### src/hdl/ccte_pkg.sv
// Package: shared constants and types for the cluster centroid table engine.
`default_nettype none
package ccte_pkg;
    localparam int CLUSTERS_DEF  = 16;
    localparam int FEATURES_DEF  = 16;
    localparam int MAX_COUNT_DEF = 1024;

    localparam logic [1:0] REQ_ACC = 2'd0;
    localparam logic [1:0] REQ_FIN = 2'd1;
    localparam logic [1:0] REQ_SWP = 2'd2;
    localparam logic [1:0] REQ_VAR = 2'd3;

    localparam int DIV_W = 34;  // dividend width, sign-magnitude magnitude bits
    localparam int CNT_W = 11;

    typedef struct packed {
        logic              start;
        logic [DIV_W-1:0]  num_mag;
        logic              num_neg;
        logic [16:0]       den;
    } t_div_req;

    typedef struct packed {
        logic              done;
        logic signed [DIV_W:0] quot;
    } t_div_rsp;

    function automatic logic signed [31:0] sat32(input logic signed [34:0] v);
        if (v > 35'sd2147483647)
            return 32'h7fffffff;
        else if (v < -35'sd2147483648)
            return 32'h80000000;
        else
            return v[31:0];
    endfunction
endpackage
`default_nettype wire

### src/hdl/ccte_div.sv
// Serial restoring divider: signed dividend by positive count, truncating toward zero.
`default_nettype none
module ccte_div
    import ccte_pkg::*;
(
    input  wire logic     i_clk,
    input  wire logic     i_rst_n,
    input  wire t_div_req i_req,
    output t_div_rsp      o_rsp
);
    localparam int STEP_W = $clog2(DIV_W + 1);

    logic [DIV_W-1:0]  r_quo, n_quo;
    logic [17:0]       r_rem, n_rem;
    logic [16:0]       r_den;
    logic              r_neg;
    logic [STEP_W-1:0] r_cnt, n_cnt;
    logic              r_busy, r_done;
    logic [17:0]       w_trial;

    always_comb begin
        w_trial = {r_rem[16:0], r_quo[DIV_W-1]};
        n_quo   = {r_quo[DIV_W-2:0], 1'b0};
        n_rem   = w_trial;
        if (w_trial >= {1'b0, r_den}) begin
            n_rem    = w_trial - {1'b0, r_den};
            n_quo[0] = 1'b1;
        end
        n_cnt = r_cnt - STEP_W'(1);
    end

    always_ff @(posedge i_clk) begin
        if (!i_rst_n) begin
            r_busy <= 1'b0;
            r_done <= 1'b0;
            r_cnt  <= '0;
        end else begin
            r_done <= 1'b0;
            if (i_req.start) begin
                r_busy <= 1'b1;
                r_cnt  <= STEP_W'(DIV_W);
            end else if (r_busy) begin
                r_cnt <= n_cnt;
                if (r_cnt == STEP_W'(1)) begin
                    r_busy <= 1'b0;
                    r_done <= 1'b1;
                end
            end
        end
    end

    always_ff @(posedge i_clk) begin
        if (i_req.start) begin
            r_quo <= i_req.num_mag;
            r_rem <= '0;
            r_den <= i_req.den;
            r_neg <= i_req.num_neg;
        end else if (r_busy) begin
            r_quo <= n_quo;
            r_rem <= n_rem;
        end
    end

    assign o_rsp.done = r_done;
    assign o_rsp.quot = r_neg ? -$signed({1'b0, r_quo}) : $signed({1'b0, r_quo});
endmodule
`default_nettype wire

### config.mk
export PLATFORM = sky130hd
export DESIGN_NAME = ccte_div
export DESIGN_NICKNAME = d
export VERILOG_FILES = /design/src/hdl/ccte_pkg.sv /design/src/hdl/ccte_div.sv
export SDC_FILE = /design/constraint.sdc
export NUM_CORES = 1
export LEC_CHECK = 0
export ABC_CLOCK_PERIOD_IN_PS = 8100
export BUFFER_PORTS_ARGS = -buffer_cell sky130_fd_sc_hd__buf_2
export CAP_MARGIN = 20
export CORE_MARGIN = 1.5
export CORE_UTILIZATION = 45
export CTS_CLUSTER_SIZE = 40
export DETAILED_ROUTE_END_ITERATION = 10
export PLACE_DENSITY = 0.67
export SYNTH_ARGS = -nofsm -noshare
export SYNTH_HDL_FRONTEND = slang
export SYNTH_SLANG_ARGS = --single-unit
### constraint.sdc
create_clock -name i_clk -period 8.1 [get_ports i_clk]
set_input_delay 0 -clock i_clk [delete_from_list [all_inputs] [get_ports i_clk]]
set_output_delay 0 -clock i_clk [all_outputs]
set_load 0.02 [all_outputs]
==> Flow_metrics.wiki <==
{| class="wikitable"
! Metric !! Value
|-
| Critical path origin || r_quo[16]
|-
| Final Max Tran Viols || 0
|-
| Cell repeated most along the worst path || sky130_fd_sc_hd__or3_1
|-
| Cell with the most instances after synthesis || sky130_fd_sc_hd__edfxtp_1
|-
| Distinct cells, synth || 53
|-
| Reg-to-reg critical path startpoint || r_quo[33]
|-
| Capture endpoint of the worst hold path || r_den[10]
|-
| Post-cts resize count || 0
|-
| Count of flip-flops with a built-in enable after synthesis || 52
|-
| CTS tree || built
|-
| Reg-to-Reg End || r_rem[7]
|-
| Width of the die || 105 um
|-
| Final hold viol count || 0
|-
| Leakage component of the power || 2.38 nW
|-
| Effective utilization at floorplan || 47.0%
|-
| Highest ir drop seen on vdd || 80.4 uV
|-
| Outcome || finished clean
|-
| Mux share of post-synthesis cell area || 8.16%
|-
| Final core utilization || 60.5%
|-
| CTS H-Tree Depth || 3
|-
| Number of nets at the end of the flow || 672
|-
| Most used DFF post-synth || sky130_fd_sc_hd__edfxtp_1
|-
| Floorplan die height || 105 um
|-
| Cts bufs inserted || 9
|-
| Portion of synthesized cell area occupied by the leading cell type || 33.5%
|-
| Worst setup path class || reg -> out
|-
| Final TNS setup || 0 ns
|-
| Average detailed-routed wire length per instance || 14.8 um
|-
| Routed via count divided by cell count || 5.32
|-
| Total routed wirelength || 10900 um
|-
| Final critical-path setup slack || 4.93 ns
|-
| Worst EP required || 8.10 ns
|-
| MaxCap Viol Count || 0
|-
| Area enclosed by the die boundary || 11000 sq um
|-
| Area growth from synthesis to layout || 28.5%
|-
| Standard cell with the maximum stage delay on the critical path || sky130_fd_sc_hd__or4_1
|-
| Compound-cell area share of the yosys netlist || 15.8%
|-
| Weighted congestion reported at the end of routability-driven placement || 0.896
|-
| Clock latency on the worst-skew pair || 0.36 ns
|-
| Ranking of synthesized cells by instance count || sky130_fd_sc_hd__edfxtp_1, sky130_fd_sc_hd__nand2_1, sky130_fd_sc_hd__xnor2_1
|-
| Number of flip-flops and latches in the synthesized netlist || 77
|-
| Largest area contributor in the synthesized netlist || sky130_fd_sc_hd__edfxtp_1
|-
| HPWL after DPL || 7380 um
|-
| First-pass GRT wire length || 18200 um
|-
| DRC violations left || 0
|-
| Yosys warning count || 0
|-
| Worst reg2reg setup slack || 5.13 ns
|-
| RSZ-0062 raised after global routing || false
|-
| Data arrival at the endpoint of the critical path || 3.17 ns
|-
| Startpoint of the worst hold path || i_req[52]
|-
| Tightest slew margin relative to the limit || 47.1%
|-
| Antenna diode count || 0
|-
| Worst-case reg-to-reg path depth || 10
|-
| Max Fclk || 316 MHz
|-
| Crit-path cells || or4_1 > or3_1 > or3_1 > or3_4 > o21ai_1 > xnor2_1 > buf_2
|-
| Worst slew pin tran || 0.793 ns
|-
| Aggregate global-route resource usage || 20.4%
|-
| Cells after synthesis || 454
|-
| Top cells by area in the synthesized netlist || sky130_fd_sc_hd__edfxtp_1, sky130_fd_sc_hd__dfxtp_1, sky130_fd_sc_hd__mux2_2, sky130_fd_sc_hd__xnor2_1, sky130_fd_sc_hd__ha_1
|-
| Worst Setup End Kind || output pin
|-
| Hold Crit Class || in -> reg
|-
| Clock edge transition at the registers on the reported setup and hold paths || 0.09 ns
|-
| Synth Area in XOR/XNOR || 8.83%
|-
| Number of detailed-routing iterations run before antenna repair || 4
|-
| Hold Crit Depth || 2
|-
| Combinational family with the most area after synthesis || compound AO/OA/AOI/OAI gates
|-
| Fraction of layout cells with a size suffix above 1 || 26.3%
|-
| Count of routing violations after the opening detailed-route iteration || 179
|-
| Sequential element share of the synthesized area || 44.2%
|-
| Post-synthesis adder-cell area fraction || 5.80%
|-
| Row Count || 36
|-
| Fin Clk Skew || 0.0135 ns
|-
| I/O pin total || 91
|-
| Number of setup violations in the final report || 0
|-
| GR Overflow Total || 0
|-
| Post-Synthesis Net Count || 530
|-
| Pwr/cell area || 171 nW/um^2
|-
| Crit path largest cell delay || 0.56 ns
|-
| Port buffer count || 90
|-
| Simple-gate share of the synthesized area || 13.5%
|-
| Root Buffer Master || sky130_fd_sc_hd__clkbuf_8
|-
| Maximum fanout count along the critical path || 5
|-
| Placeable core region || 9910 sq um
|-
| Routed via count || 3905
|-
| Async S/R FF share, synth || 0%
|-
| CP startpoint kind || flop
|-
| Antenna violations before repair || 0
|-
| Clock sink count || 77
|-
| Post-CTS Setup Repair Bufs || 0
|-
| Post-detailed-route count of antenna-violating nets || 0
|-
| Pin count of the biggest net entering global routing || 65
|-
| Tcrit/Tclk final || 39.1%
|-
| Largest buffer count on any clock path || 2
|-
| Tmin final || 3.17 ns
|-
| Synth Cell Area || 4660 sq um
|-
| Post-synthesis average cell area || 10.3 sq um
|-
| Number of global-route vias before repair || 3849
|-
| Worst slack at placement || 5.14 ns
|}
==> report_power, final <==
| group | internal (mW) | leakage [nW] | switching [mW] |
|---|---|---|---|
| clock network | 0.131 | 0.0987 | 0.153 |
| logic | 0.118 | 1.56 | 0.139 |
| registers | 0.456 | 0.723 | 0.0295 |
==> final cells by class <==
type | count | area, sq um
clock buffers | 10 | 149
clock inverters | 6 | 42.5
fillers | 864 | 3920
inverters | 26 | 97.6
multi-input cells | 333 | 2430
flip-flops and latches | 77 | 2060
well taps | 133 | 166
repair buffers | 149 | 1050
==> per-stage QoR <==
step	total power [mW]	area (sq um)	hold WS [ns]	cells
3_3_place_gp	0.723	5230	0.177	663
4_1_cts	1.03	5960	0.321	732
3_5_place_dp	0.728	5230	0.179	663
2_1_floorplan	0.653	4660	0.0989	454
6_report	1.03	5990	0.331	734
5_1_grt	1.08	5990	0.341	734
==> state kept, by name (all words and copies together), names as in the netlist <==
name    cells
r_neg       1
r_quo      34
r_cnt       6
r_den      17
r_done      1
r_rem      17
r_busy      1
==> layer usage <==
metal	vias to the layer above	wire length [um]	part of all wire (%)	global-route usage, %
li1	1959	-	-	-
met1	1841	5130	47	27.0
met2	92	5130	47	34.0
met3	13	483	4.4	4.12
met4	0	136	1.3	5.58
met5	-	0	0	0
==> cells in the final DEF (no fill, tap or decap), types with 3 or more instances in the layout <==
cell type                       count
sky130_fd_sc_hd__nor3_1             5
sky130_fd_sc_hd__nor2b_1            5
sky130_fd_sc_hd__or3_4              4
sky130_fd_sc_hd__inv_1             26
sky130_fd_sc_hd__edfxtp_1          52
sky130_fd_sc_hd__mux2_2            32
sky130_fd_sc_hd__or4_1              4
sky130_fd_sc_hd__or3_1              6
sky130_fd_sc_hd__nor2_1            26
sky130_fd_sc_hd__a21oi_1           20
sky130_fd_sc_hd__a21o_1             5
sky130_fd_sc_hd__o311ai_0           3
sky130_fd_sc_hd__o31ai_2            3
sky130_fd_sc_hd__buf_4              5
sky130_fd_sc_hd__a211oi_1           3
sky130_fd_sc_hd__a311oi_1           3
sky130_fd_sc_hd__nand2_1           39
sky130_fd_sc_hd__ha_1              20
sky130_fd_sc_hd__clkbuf_8           9
sky130_fd_sc_hd__a32oi_1            5
sky130_fd_sc_hd__o211ai_1           3
sky130_fd_sc_hd__o21a_1             7
sky130_fd_sc_hd__xnor2_1           38
sky130_fd_sc_hd__o31ai_1            6
sky130_fd_sc_hd__dlygate4sd3_1     53
sky130_fd_sc_hd__nand3_1           17
sky130_fd_sc_hd__nand4_1            4
sky130_fd_sc_hd__buf_2             90
sky130_fd_sc_hd__o41ai_1            4
sky130_fd_sc_hd__nand2b_1           7
sky130_fd_sc_hd__dfxtp_1           25
sky130_fd_sc_hd__o21ai_0           28
sky130_fd_sc_hd__xor2_1             9
sky130_fd_sc_hd__o21ai_1            4
==> kinds of logic (layout without fill, tap and decap cells) <==
logic type	after synthesis	count (layout)
flops	77	77
mux	34	34
compound gates	106	106
simple gates	125	125
xor+xnor	47	47
fa+ha+maj	21	21
buf+inv	44	191
==> repair_timing <==
action                                  4_1_cts  5_1_grt
endpoints found under the setup margin        0        0
hold buffers                                 53        0
hold endpoints to repair                     55        0
==> worst max path at each step <==
stage,to,slack (ns)
after floorplan,r_rem[6],5.44
after global placement,r_rem[7],5.24
after detailed placement,r_rem[8],5.14
after CTS,o_rsp[28],4.91
after global routing,o_rsp[32],4.77
final,o_rsp[33],4.93
==> critical path: cells and delay by family, from the launching register on <==
family | cells | cell delay [ns]
DFF | 1 | 0.46
buffers and inverters | 1 | 0.20
xor gates and xnor gates | 1 | 0.16
AOI/OAI and AO/OA | 1 | 0.18
and+or+nand+nor | 4 | 1.80
Note: power is estimated with default switching activity, not from simulation.
